**src/rtl/core/trfr_pkg.sv**
```systemverilog
// shared types and constants for the telemetry frame receiver
// no dependencies; imported by every module of the block
package trfr_pkg;

  // frame layout
  localparam logic [7:0] SYNC_BYTE      = 8'hEB;
  localparam logic [9:0] LEN_EXTRA      = 10'd6;
  localparam logic [9:0] POS_LEN_LO     = 10'd1;
  localparam logic [9:0] POS_LEN_HI     = 10'd2;
  localparam logic [9:0] POS_MIN_END    = 10'd3;
  localparam logic [9:0] POS_CODE       = 10'd4;
  localparam logic [9:0] POS_CNT_HI     = 10'd5;
  localparam logic [9:0] POS_CNT_LO     = 10'd6;
  localparam logic [9:0] POS_DATA_PRE   = 10'd8;
  localparam logic [9:0] POS_DATA       = 10'd9;

  // function codes
  localparam logic [7:0] CODE_DIGITAL   = 8'h05;
  localparam logic [7:0] CODE_ANALOG_A  = 8'h06;
  localparam logic [7:0] CODE_ANALOG_B  = 8'h07;
  localparam logic [7:0] CODE_HEARTBEAT = 8'h0B;
  localparam logic [7:0] CODE_STARTUP   = 8'h11;

  // link modes
  localparam logic [1:0] MODE_STARTUP   = 2'd1;
  localparam logic [1:0] MODE_HEARTBEAT = 2'd3;

  // analog point layout: six bytes per point, word in the first four
  localparam logic [2:0] PHASE_WORD_END = 3'd3;
  localparam logic [2:0] PHASE_LAST     = 3'd5;

  // point limits
  localparam int unsigned MAX_POINTS = 256;
  localparam int unsigned INDEX_CAP  = 256;
  localparam logic [8:0]  POINT_CAP  =
    9'((MAX_POINTS < INDEX_CAP) ? MAX_POINTS : INDEX_CAP);

  // result queue
  localparam int unsigned FIFO_DEPTH = 4;
  localparam int unsigned PTR_W      = $clog2(FIFO_DEPTH);
  localparam int unsigned CNT_W      = $clog2(FIFO_DEPTH + 1);

  typedef enum logic [2:0] {
    KIND_DIGITAL  = 3'd0,
    KIND_ANALOG_A = 3'd1,
    KIND_ANALOG_B = 3'd2,
    KIND_DONE     = 3'd3,
    KIND_ABORT    = 3'd4
  } kind_e;

  typedef struct packed {
    kind_e       kind;
    logic [7:0]  point_index;
    logic [31:0] point_value;
    logic [7:0]  frame_code;
    logic [9:0]  frame_bytes;
    logic [1:0]  link_mode;
    logic        last;
  } result_t;

  // up to two results from one word, r0 first
  typedef struct packed {
    logic [1:0] cnt;
    result_t    r0;
    result_t    r1;
  } push_t;

endpackage

```
**src/rtl/core/trfr_parser.sv**
```systemverilog
// frame parser: per-word state update and result generation
// depends on trfr_pkg
module trfr_parser import trfr_pkg::*; (
  input  logic       clk_i,
  input  logic       rst_ni,
  input  logic       accept_i,
  input  logic       func_i,
  input  logic [7:0] rx_byte_i,
  output push_t      push_o
);

  logic        in_frame_q, in_frame_d;
  logic [9:0]  byte_pos_q, byte_pos_d;
  logic [9:0]  frame_total_q, frame_total_d;
  logic [7:0]  code_reg_q, code_reg_d;
  logic [15:0] point_count_q, point_count_d;
  logic [8:0]  item_index_q, item_index_d;
  logic [31:0] value_accum_q, value_accum_d;
  logic [1:0]  send_mode_q, send_mode_d;
  logic [2:0]  phase_q, phase_d;

  logic        idx_ok;
  logic [9:0]  nxt_pos;
  result_t     upd;
  logic        upd_vld;
  push_t       push;

  assign idx_ok  = ({7'b0, item_index_q} < point_count_q) && (item_index_q < POINT_CAP);
  assign nxt_pos = byte_pos_q + 10'd1;

  // next state and results for one accepted word
  always_comb begin
    in_frame_d    = in_frame_q;
    byte_pos_d    = byte_pos_q;
    frame_total_d = frame_total_q;
    code_reg_d    = code_reg_q;
    point_count_d = point_count_q;
    item_index_d  = item_index_q;
    value_accum_d = value_accum_q;
    send_mode_d   = send_mode_q;
    phase_d       = phase_q;
    upd           = '0;
    upd_vld       = 1'b0;
    push          = '0;

    if (accept_i) begin
      if (func_i) begin
        // timeout aborts a partial frame
        if (in_frame_q) begin
          push.cnt            = 2'd1;
          push.r0.kind        = KIND_ABORT;
          push.r0.frame_code  = code_reg_q;
          push.r0.frame_bytes = byte_pos_q;
          in_frame_d          = 1'b0;
          byte_pos_d          = '0;
        end
      end else if (!in_frame_q) begin
        // hunting for sync
        if (rx_byte_i == SYNC_BYTE) begin
          in_frame_d    = 1'b1;
          byte_pos_d    = 10'd1;
          frame_total_d = '0;
          code_reg_d    = '0;
          point_count_d = '0;
          item_index_d  = '0;
          value_accum_d = '0;
        end
      end else begin
        // header fields
        if (byte_pos_q == POS_LEN_LO) begin
          frame_total_d = {2'b0, rx_byte_i};
        end else if (byte_pos_q == POS_LEN_HI) begin
          frame_total_d = {1'b0, rx_byte_i[0], frame_total_q[7:0]} + LEN_EXTRA;
        end else if (byte_pos_q == POS_CODE) begin
          code_reg_d = rx_byte_i;
        end else if (byte_pos_q == POS_CNT_HI) begin
          point_count_d = {rx_byte_i, 8'h00};
        end else if (byte_pos_q == POS_CNT_LO) begin
          point_count_d = {point_count_q[15:8], rx_byte_i};
        end else if (byte_pos_q >= POS_DATA) begin
          // point data
          if (code_reg_q == CODE_DIGITAL) begin
            if (byte_pos_q[0] && idx_ok) begin
              upd_vld          = 1'b1;
              upd.kind         = KIND_DIGITAL;
              upd.point_index  = item_index_q[7:0];
              upd.point_value  = {31'b0, rx_byte_i[7]};
              item_index_d     = item_index_q + 9'd1;
            end
          end else if (code_reg_q == CODE_ANALOG_A || code_reg_q == CODE_ANALOG_B) begin
            if (phase_q == 3'd0) begin
              value_accum_d = {24'b0, rx_byte_i};
            end else if (phase_q <= PHASE_WORD_END) begin
              value_accum_d = {value_accum_q[23:0], rx_byte_i};
            end
            if (phase_q == PHASE_WORD_END && idx_ok) begin
              upd_vld         = 1'b1;
              upd.kind        = (code_reg_q == CODE_ANALOG_A) ? KIND_ANALOG_A : KIND_ANALOG_B;
              upd.point_index = item_index_q[7:0];
              upd.point_value = value_accum_d;
              item_index_d    = item_index_q + 9'd1;
            end
          end
        end

        // analog byte phase within a point
        if (byte_pos_q == POS_DATA_PRE) begin
          phase_d = '0;
        end else if (byte_pos_q >= POS_DATA) begin
          phase_d = (phase_q == PHASE_LAST) ? 3'd0 : phase_q + 3'd1;
        end

        if (upd_vld) begin
          push.cnt = 2'd1;
          push.r0  = upd;
        end

        // end of frame
        byte_pos_d = nxt_pos;
        if (nxt_pos >= POS_MIN_END && nxt_pos == frame_total_d) begin
          if (code_reg_d == CODE_STARTUP) begin
            send_mode_d = MODE_STARTUP;
          end else if (code_reg_d == CODE_HEARTBEAT) begin
            send_mode_d = MODE_HEARTBEAT;
          end
          upd             = '0;
          upd.kind        = KIND_DONE;
          upd.frame_code  = code_reg_d;
          upd.frame_bytes = frame_total_d;
          upd.link_mode   = send_mode_d;
          if (push.cnt == 2'd0) begin
            push.r0 = upd;
          end else begin
            push.r1 = upd;
          end
          push.cnt   = push.cnt + 2'd1;
          in_frame_d = 1'b0;
          byte_pos_d = '0;
        end
      end
    end

    // mark the final result of this word
    push.r0.last = (push.cnt == 2'd1);
    push.r1.last = (push.cnt == 2'd2);
  end

  assign push_o = push;

  // state registers
  always_ff @(posedge clk_i or negedge rst_ni) begin
    if (!rst_ni) begin
      in_frame_q    <= 1'b0;
      byte_pos_q    <= '0;
      frame_total_q <= '0;
      code_reg_q    <= '0;
      point_count_q <= '0;
      item_index_q  <= '0;
      value_accum_q <= '0;
      send_mode_q   <= '0;
      phase_q       <= '0;
    end else begin
      in_frame_q    <= in_frame_d;
      byte_pos_q    <= byte_pos_d;
      frame_total_q <= frame_total_d;
      code_reg_q    <= code_reg_d;
      point_count_q <= point_count_d;
      item_index_q  <= item_index_d;
      value_accum_q <= value_accum_d;
      send_mode_q   <= send_mode_d;
      phase_q       <= phase_d;
    end
  end

  // a second result is always the frame done word
  a_second_is_done: assert property (@(posedge clk_i) disable iff (!rst_ni)
    push.cnt == 2'd2 |-> push.r1.kind == KIND_DONE && !push.r0.last)
    else $error("second result is not frame done");

  // nothing to report while hunting, except nothing
  a_hunt_no_result: assert property (@(posedge clk_i) disable iff (!rst_ni)
    (!in_frame_q && accept_i) |-> push.cnt == 2'd0)
    else $error("result while hunting");

  // hunting keeps the byte position at zero
  a_hunt_pos: assert property (@(posedge clk_i) disable iff (!rst_ni)
    !in_frame_q |-> byte_pos_q == '0)
    else $error("byte position set while hunting");

endmodule

```
**src/rtl/core/trfr_result_fifo.sv**
```systemverilog
// small result queue, takes up to two words per cycle, gives one
// depends on trfr_pkg
module trfr_result_fifo import trfr_pkg::*; (
  input  logic    clk_i,
  input  logic    rst_ni,
  input  push_t   push_i,
  input  logic    pop_i,
  output logic    full_o,
  output logic    valid_o,
  output result_t head_o
);

  result_t            mem_q [FIFO_DEPTH];
  logic [PTR_W-1:0]   wptr_q, rptr_q;
  logic [CNT_W-1:0]   count_q, count_d;
  logic [PTR_W-1:0]   wptr_nxt;

  assign wptr_nxt = wptr_q + PTR_W'(1);
  assign count_d  = count_q + CNT_W'(push_i.cnt) - CNT_W'(pop_i);

  // storage
  always_ff @(posedge clk_i) begin
    if (push_i.cnt != 2'd0) begin
      mem_q[wptr_q] <= push_i.r0;
    end
    if (push_i.cnt == 2'd2) begin
      mem_q[wptr_nxt] <= push_i.r1;
    end
  end

  // pointers and fill level
  always_ff @(posedge clk_i or negedge rst_ni) begin
    if (!rst_ni) begin
      wptr_q  <= '0;
      rptr_q  <= '0;
      count_q <= '0;
    end else begin
      wptr_q  <= wptr_q + PTR_W'(push_i.cnt);
      if (pop_i) begin
        rptr_q <= rptr_q + PTR_W'(1);
      end
      count_q <= count_d;
    end
  end

  // room for two words is needed before a new input word
  assign full_o  = count_q > CNT_W'(FIFO_DEPTH - 2);
  assign valid_o = count_q != '0;
  assign head_o  = mem_q[rptr_q];

  a_no_overflow: assert property (@(posedge clk_i) disable iff (!rst_ni)
    push_i.cnt != 2'd0 |-> count_q <= CNT_W'(FIFO_DEPTH - 2))
    else $error("push without room for two words");

  a_no_underflow: assert property (@(posedge clk_i) disable iff (!rst_ni)
    pop_i |-> count_q != '0)
    else $error("pop from empty queue");

  a_level_bound: assert property (@(posedge clk_i) disable iff (!rst_ni)
    count_q <= CNT_W'(FIFO_DEPTH))
    else $error("queue level beyond depth");

endmodule

```
**src/rtl/core/telemetry_frame_receiver_unit.sv**
```systemverilog
// telemetry frame receiver, top level
// depends on trfr_pkg, trfr_parser and trfr_result_fifo
//
// input channel: one word per handshake (in_valid_i high, in_stall_o low),
// func_i = 0 carries a received byte in rx_byte_i, func_i = 1 is a receive
// timeout. output channel: one result word per handshake (out_valid_o high,
// out_stall_i low) with kind, point index and value, frame code, frame
// length, link mode and a last flag on the final result of an input word.
// throughput: one input word per cycle while in_stall_o is low. the parser
// updates its state in the cycle a word is accepted and writes zero, one or
// two results into a four-entry queue; a result is registered into the
// queue and offered from its head. a word giving two results (a point on
// the last byte of a frame) is read out as two result words, so the output
// port sets the long-run rate at one result a cycle. in_stall_o rises when
// the queue has less than two free entries, which happens only while the
// receiver stalls or after two-result words. reset clears the parser to
// hunting for sync and empties the queue; no clearing pass is needed.
module telemetry_frame_receiver_unit import trfr_pkg::*; (
  input  logic        clk_i,
  input  logic        rst_ni,
  input  logic        in_valid_i,
  output logic        in_stall_o,
  input  logic        func_i,
  input  logic [7:0]  rx_byte_i,
  output logic        out_valid_o,
  input  logic        out_stall_i,
  output logic [2:0]  kind_o,
  output logic [7:0]  point_index_o,
  output logic [31:0] point_value_o,
  output logic [7:0]  frame_code_o,
  output logic [9:0]  frame_bytes_o,
  output logic [1:0]  link_mode_o,
  output logic        last_o
);

  logic    full;
  logic    accept;
  logic    pop;
  push_t   push;
  result_t head;

  // handshakes
  assign in_stall_o = full;
  assign accept     = in_valid_i && !full;
  assign pop        = out_valid_o && !out_stall_i;

  trfr_parser u_parser (
    .clk_i     (clk_i),
    .rst_ni    (rst_ni),
    .accept_i  (accept),
    .func_i    (func_i),
    .rx_byte_i (rx_byte_i),
    .push_o    (push)
  );

  trfr_result_fifo u_fifo (
    .clk_i   (clk_i),
    .rst_ni  (rst_ni),
    .push_i  (push),
    .pop_i   (pop),
    .full_o  (full),
    .valid_o (out_valid_o),
    .head_o  (head)
  );

  // result word fields
  assign kind_o        = head.kind;
  assign point_index_o = head.point_index;
  assign point_value_o = head.point_value;
  assign frame_code_o  = head.frame_code;
  assign frame_bytes_o = head.frame_bytes;
  assign link_mode_o   = head.link_mode;
  assign last_o        = head.last;

endmodule

```
**config.mk**
```make
export PLATFORM = sky130hd
export DESIGN_NAME = telemetry_frame_receiver_unit
export DESIGN_NICKNAME = d
export VERILOG_FILES = /design/src/rtl/core/trfr_pkg.sv /design/src/rtl/core/trfr_parser.sv /design/src/rtl/core/trfr_result_fifo.sv /design/src/rtl/core/telemetry_frame_receiver_unit.sv
export SDC_FILE = /design/constraint.sdc
export NUM_CORES = 1
export LEC_CHECK = 0
export BUFFER_PORTS_ARGS = -buffer_cell sky130_fd_sc_hd__buf_4
export CAP_MARGIN = 20
export CORE_MARGIN = 2
export CORE_UTILIZATION = 60
export DETAILED_ROUTE_END_ITERATION = 8
export GPL_TIMING_DRIVEN = 0
export MAX_ROUTING_LAYER = met4
export PLACE_DENSITY = 0.84
export REMOVE_ABC_BUFFERS = 1
export SLEW_MARGIN = 10
export SYNTH_ARGS = -nofsm -noshare
export SYNTH_HDL_FRONTEND = slang
export SYNTH_SLANG_ARGS = --single-unit
```
**constraint.sdc**
```tcl
create_clock -name clk_i -period 5.5 [get_ports clk_i]
set_input_delay 1.375 -clock clk_i [delete_from_list [all_inputs] [get_ports clk_i]]
set_output_delay 1.375 -clock clk_i [all_outputs]
set_load 0.05 [all_outputs]
```
======== Word-level counts from Yosys, hierarchy flattened ========
Memory sizes are Yosys's and may differ from the RTL's.
Cells that the tools add are included.
storage, ports and cells
  bits in writable memories ............... 256
  output and inout port bits .............. 66
  logic and storage cells ................. 188
  input port bits ......................... 13
  memories ................................ 1
  register bits after elaboration ......... 98
memories
  memory        words  width  rd ports  clocked after Yosys merged registers in  write ports  line                    text
  u_fifo.mem_q  4      64     1         0                                        2            trfr_result_fifo.sv:13  result_t mem_q [FIFO_DEPTH];
operators by class
  $add $sub $neg .......................... 10
  bitwise gates (word level) .............. 1
  equal/unequal tests ..................... 31
  reduce and logical (&&, ||, !) cells .... 23
  $lt $le $gt $ge ......................... 6
  mux-type cells .......................... 103
operators with widths
  operator               count
  $mux 130               3
  $mux 43                9
  $mux 32                12
  $mux 66                3
  $mux 10                12
  $mux 9                 12
  $mux 16                6
  $mux 40                2
  $mux 8                 9
  $mux 67                1
  $mux 65                1
  $mux 64                1
  $mux 63                1
  $mux 18                2
  $eq 10x3->1 const B    3
  $eq 8x3->1 const B     3
  $mux 1                 21
  $ne 2x2->1 const B     9
  $lt 9x16->1            1
  $reduce_and 7->1       2
  $ne 3x3->1 const B     4
  $reduce_and 12->1      1
  $reduce_and 11->1      1
  $add 10x1->10 const B  1
  38 further kinds       54

======== Longest topological paths before layout ========
  depth in word-level cells ............... 28
  gate-level depth with buffers ........... 24
  gate-level depth less buffers ........... 18

======== Cells and area by module ========
From an unflattened synthesis, not the netlist that was laid out.
unflattened totals
  cells, all modules ...................... 1447
  area total of the unflattened synthesis .. 19742.7 um^2
modules (own cells, without submodules)
  module                         area each (um^2)  instances  cells an instance
  trfr_result_fifo               13216.4           1          658
  trfr_parser                    6498.7            1          787
  telemetry_frame_receiver_unit  27.5              1          2

======== Worst setup path after synthesis ========
OpenSTA, ideal clock, no wires.
  path type ............................... input-to-reg
  start point ............................. input port rx_byte_i[0]
  end point ............................... memory u_fifo.mem_q[3][0] (netlist bit) (enable)
  arrival time ............................ 4.933 ns
  cell stages on the path ................. 17
  path buffers ............................ 4
  setup slack ............................. 0.189 ns
  data required time ...................... 5.122 ns
  setup time .............................. 0.378 ns
  cell sequence ........................... or3_1 > a2111oi_1 > o21ai_1 > nor4b_2 > and3_1 > buf_6 > buf_4 > ha_1 > nor2_1 > nor2_1 > inv_1 > nand2_1 > and3_1 > clkbuf_1 > nor2_1 > clkbuf_1 > inv_1
RTL lines
  item         line                                 text
  from (decl)  telemetry_frame_receiver_unit.sv:24  input logic [7:0] rx_byte_i,
  to (decl)    trfr_result_fifo.sv:13

==> qor.csv <==
stage;metric;value;unit
route;post-route ant nets;0;
layout;fillcell total;1820;
power_and_ir_drop;sw frac;29.7;%
job;MaxCap Viol Count;0;
timing;Final Max Tran Viols;0;
worst_setup_path;R2R cell count;15;
power_and_ir_drop;Leakage;0.00678;µW
layout;Seq. cell area;0.00851;mm²
outcome;status;completed;
cts;cts bufs inserted;37;
route;DR vias;12900;
timing;relative slew slack;21.8;%
worst_setup_path;crit end category;register;
cts;Root Driver;clkbuf_16;
route;Avg WL per Cell;23.1;µm
power_and_ir_drop;combinational share of power;18.8;%
hold_path;sink of the worst hold path;u_fifo.mem_q[3][53]$_SDFFE_PP0N_;
logic_synthesis;Post-synth top cells;nand2_1 (259), o21ai_0 (180), dfxtp_1 (164);
timing;Final period util;98.0;%
route;DRC errors left;0;
cts;CTS tree;yes;
cts;Clock H-tree levels;2;
floorplan;Top Ports;79;
grt;vias in the first global route;13000;
timing;Setup violations, final;0;
worst_setup_path;Worst R2R End;u_fifo.mem_q[3][6]$_DFFE_PP_;
hold_path;hold path cells;2;
cts;Worst-Skew Late Latency;540;ps
timing;top achievable clock speed;0.185;GHz
cts;total clock sinks;354;
logic_synthesis;synthesized area;0.0162;mm²
timing;clk_skew;23.2;ps
worst_setup_path;critical path type;reg2reg;
timing;final hold vios;0;
grt;gr usage total;32.2;%
power_and_ir_drop;internal power component;4600;µW
route;drt first-iter violations;1688;
floorplan;die height;168;µm
logic_synthesis;Mapped Avg Cell Area;10.8;µm²
grt;total gr overflow;0;
worst_setup_path;Arr. time, crit path;5640;ps
route;via-per-instance ratio;6.74;
logic_synthesis;Post-synth ARST share;27.7;%
grt;initial antenna violation count;0;
logic_synthesis;most common cell in the netlist;nand2_1;
hold_path;hold path startpoint;u_fifo.mem_q[3][53]$_SDFFE_PP0N_;
timing;Worst-Margin Slew;1170;ps
route;total wire length;44300;µm
floorplan;Die Area;0.0283;mm²
layout;fraction of layout cells with a size suffix above 1;18.8;%
worst_setup_path;critical path's largest stage delay;700;ps
timing;RSZ-0062 raised after global routing;no;
placement;Port Buf Inserts;78;
logic_synthesis;Cell variety after synth;80;
layout;Non-Filler Instances;1920;
logic_synthesis;#FFs+latches synth;354;
floorplan;cell row count;60;
logic_synthesis;largest area contributor in the netlist;dfxtp_1;
worst_setup_path;worst-path cell with the longest stage delay;or4_4;
logic_synthesis;largest cells by area after synthesis;dfxtp_1 (20%), edfxtp_1 (17%), dfrtp_1 (15%);
logic_synthesis;Post-synth EDFFs;92;
worst_setup_path;crit start category;register;
placement;HPWL after detailed placement;26700;µm
power_and_ir_drop;Clk pwr share;37.3;%
layout;antenna cells;0;
logic_synthesis;Synth top area share;20.3;%
grt;largest net degree at the start of global routing;66;
layout;area taken by multi-input logic gates;0.00731;mm²
timing;min cycle time layout;5390;ps
cts;Max Buffers Root-to-Sink;3;
floorplan;Die W;168;µm
logic_synthesis;Syn. warnings;0;
floorplan;core area;0.0267;mm²
power_and_ir_drop;maximum resistive drop on vdd;0.333;mV
placement;RD Place Congestion;0.882;
power_and_ir_drop;Sequential Power Share;43.9;%
grt;first-pass GRT wire length;69700;µm
cts;Hold Buf Count CTS;0;
floorplan;initial core utilization;60.5;%
worst_setup_path;CP delay by family, top;simple AND/OR/NAND/NOR gates;
worst_setup_path;crit path cell chain;or4_4, or3_4, a32oi_4, xor2_1, nor4_1, and3_4, ha_1, nor2_1, nor2_2, inv_1, nand2_4, and3_2, mux2i_1, nand2b_2, o22ai_1;
worst_setup_path;Critical Path Stages;15;
layout;area grow syn2layout;14.5;%
power_and_ir_drop;sw power;1950;µW
worst_setup_path;reg-to-reg setup timing slack;110;ps
timing;TNS Setup;0;ps
hold_path;type of the most critical hold path;reg2reg;
cts;clock slew at reported path FFs;60;ps
logic_synthesis;Cells after Synth;1502;
power_and_ir_drop;pwr dens;354;mW/mm²
worst_setup_path;crit path max fanout;16;
layout;nets@finish;1586;
worst_setup_path;worst r2r src;u_parser.byte_pos_q[2]$_DFFE_PN0P_;
logic_synthesis;Most used DFF post-synth;dfxtp_1;
worst_setup_path;Crit path required time;5750;ps
route;first-pass iteration count of the detailed router;6;
logic_synthesis;Seq/Total Area, Yosys;52.6;%
power_and_ir_drop;PnR Total Power;6550;µW
placement;placed cells;1831;
worst_setup_path;Critical path buffers and inverters;1;
[cell families (layout without fill, tap and decap cells)]
family,count (synthesis),count (layout),share of synthesized area [%]
mux,96,96,10.9
flops,354,354,52.6
simple gates,447,448,12.4
compound gates,417,418,17.2
fa+ha+maj,23,23,1.83
buf+inv,136,211,3.48
xor+xnor,29,29,1.62
[stage by stage]
step,worst slack (ps),utilization (%),hold slack (ps),instance area [µm²]
final,109,69.3,450,18500
after global routing,0.925,69.3,474,18500
after CTS,0.123,68.8,453,18400
after detailed placement,-1440,63.8,438,17000
after global placement,-4750,62.7,428,16700
after floorplan,-1390,-,420,15700
[sequential cells by signal, indices dropped and copies added (netlist names)]
| name | count |
|---|---|
| u_fifo.count_q | 3 |
| u_parser.item_index_q | 9 |
| u_parser.in_frame_q | 1 |
| u_fifo.mem_q | 256 |
| u_parser.byte_pos_q | 10 |
| u_parser.frame_total_q | 10 |
| u_parser.point_count_q | 16 |
| u_fifo.rptr_q | 2 |
| u_parser.value_accum_q | 32 |
| u_parser.code_reg_q | 8 |
| u_parser.phase_q | 3 |
| u_fifo.wptr_q | 2 |
| u_parser.send_mode_q | 2 |
[timing repair]
item	in CTS	in global routing
buffers inserted	3	10
gates resized for setup	26	11
pin swaps	1	1
gates cloned	6	0
setup endpoints to repair	276	177
[how the worst max path moves through the flow]
stage / start / to / slack, ps
final: u_parser.byte_pos_q[2]$_DFFE_PN0P_ / u_fifo.mem_q[3][6]$_DFFE_PP_ / 110
after global routing: u_parser.byte_pos_q[2]$_DFFE_PN0P_ / u_fifo.mem_q[3][10]$_DFFE_PP_ / 0.9
after CTS: u_parser.byte_pos_q[0]$_DFFE_PN0P_ / u_fifo.mem_q[1][6]$_DFFE_PP_ / 0.1
after detailed placement: rx_byte_i[0] / u_fifo.mem_q[0][11]$_DFFE_PP_ / -1440
after global placement: rx_byte_i[0] / u_fifo.mem_q[0][11]$_DFFE_PP_ / -4750
after floorplan: rx_byte_i[0] / u_fifo.mem_q[0][0]$_DFFE_PP_ / -1390
[routing by layer]
| metal | track usage [%] | routed length (µm) |
|---|---|---|
| met4 | 13.7 | 1700 |
| met2 | 51.7 | 21500 |
| met3 | 6.06 | 4280 |
| met1 | 40.7 | 16800 |
| met5 | - | 0 |
[tightest hold or removal path, stage by stage, from the launching register on]
cell,delay (ps)
dfxtp_1,320
nand2_1,40
o21ai_0,60
[power groups by stage]
stage,sequential [µW],combinational [µW],clock (µW)
after floorplan,2940,817,0
after global placement,3050,1090,0
after detailed placement,2930,1220,0
after CTS,2870,1230,2450
after global routing,2880,1290,2560
final,2870,1230,2440
[layout by cell type, fill, tap and decap left out, types with 6 or more instances in the layout]
cell	instances
xnor2_1	16
nand2b_1	10
or2_2	7
nor3_1	12
nor2_1	69
buf_4	92
nor2b_1	8
a22oi_1	6
inv_1	30
a22o_1	78
dfxtp_1	164
clkbuf_16	37
mux4_2	64
clkinvlp_4	9
clkbuf_1	12
or3_1	6
mux2_2	6
nand4_1	7
mux2i_1	26
o21ai_0	180
nand3_1	13
ha_1	20
xor2_1	12
clkinv_1	6
nand2_1	255
o22ai_1	54
edfxtp_1	92
and2_1	6
buf_16	6
a21oi_1	26
nor4_1	9
dfrtp_1	95
[final cells by class]
type | count | area share [%]
clock buffer | 53 | 5.54
clock inverter | 15 | 0.811
inverter | 36 | 0.831
multi-input combinational | 1014 | 39.5
sequential | 354 | 46.0
tap | 341 | 2.30
timing repair buffer | 103 | 4.92
timing repair inverter | 4 | 0.149
Note: power is estimated with default switching activity, not from simulation.
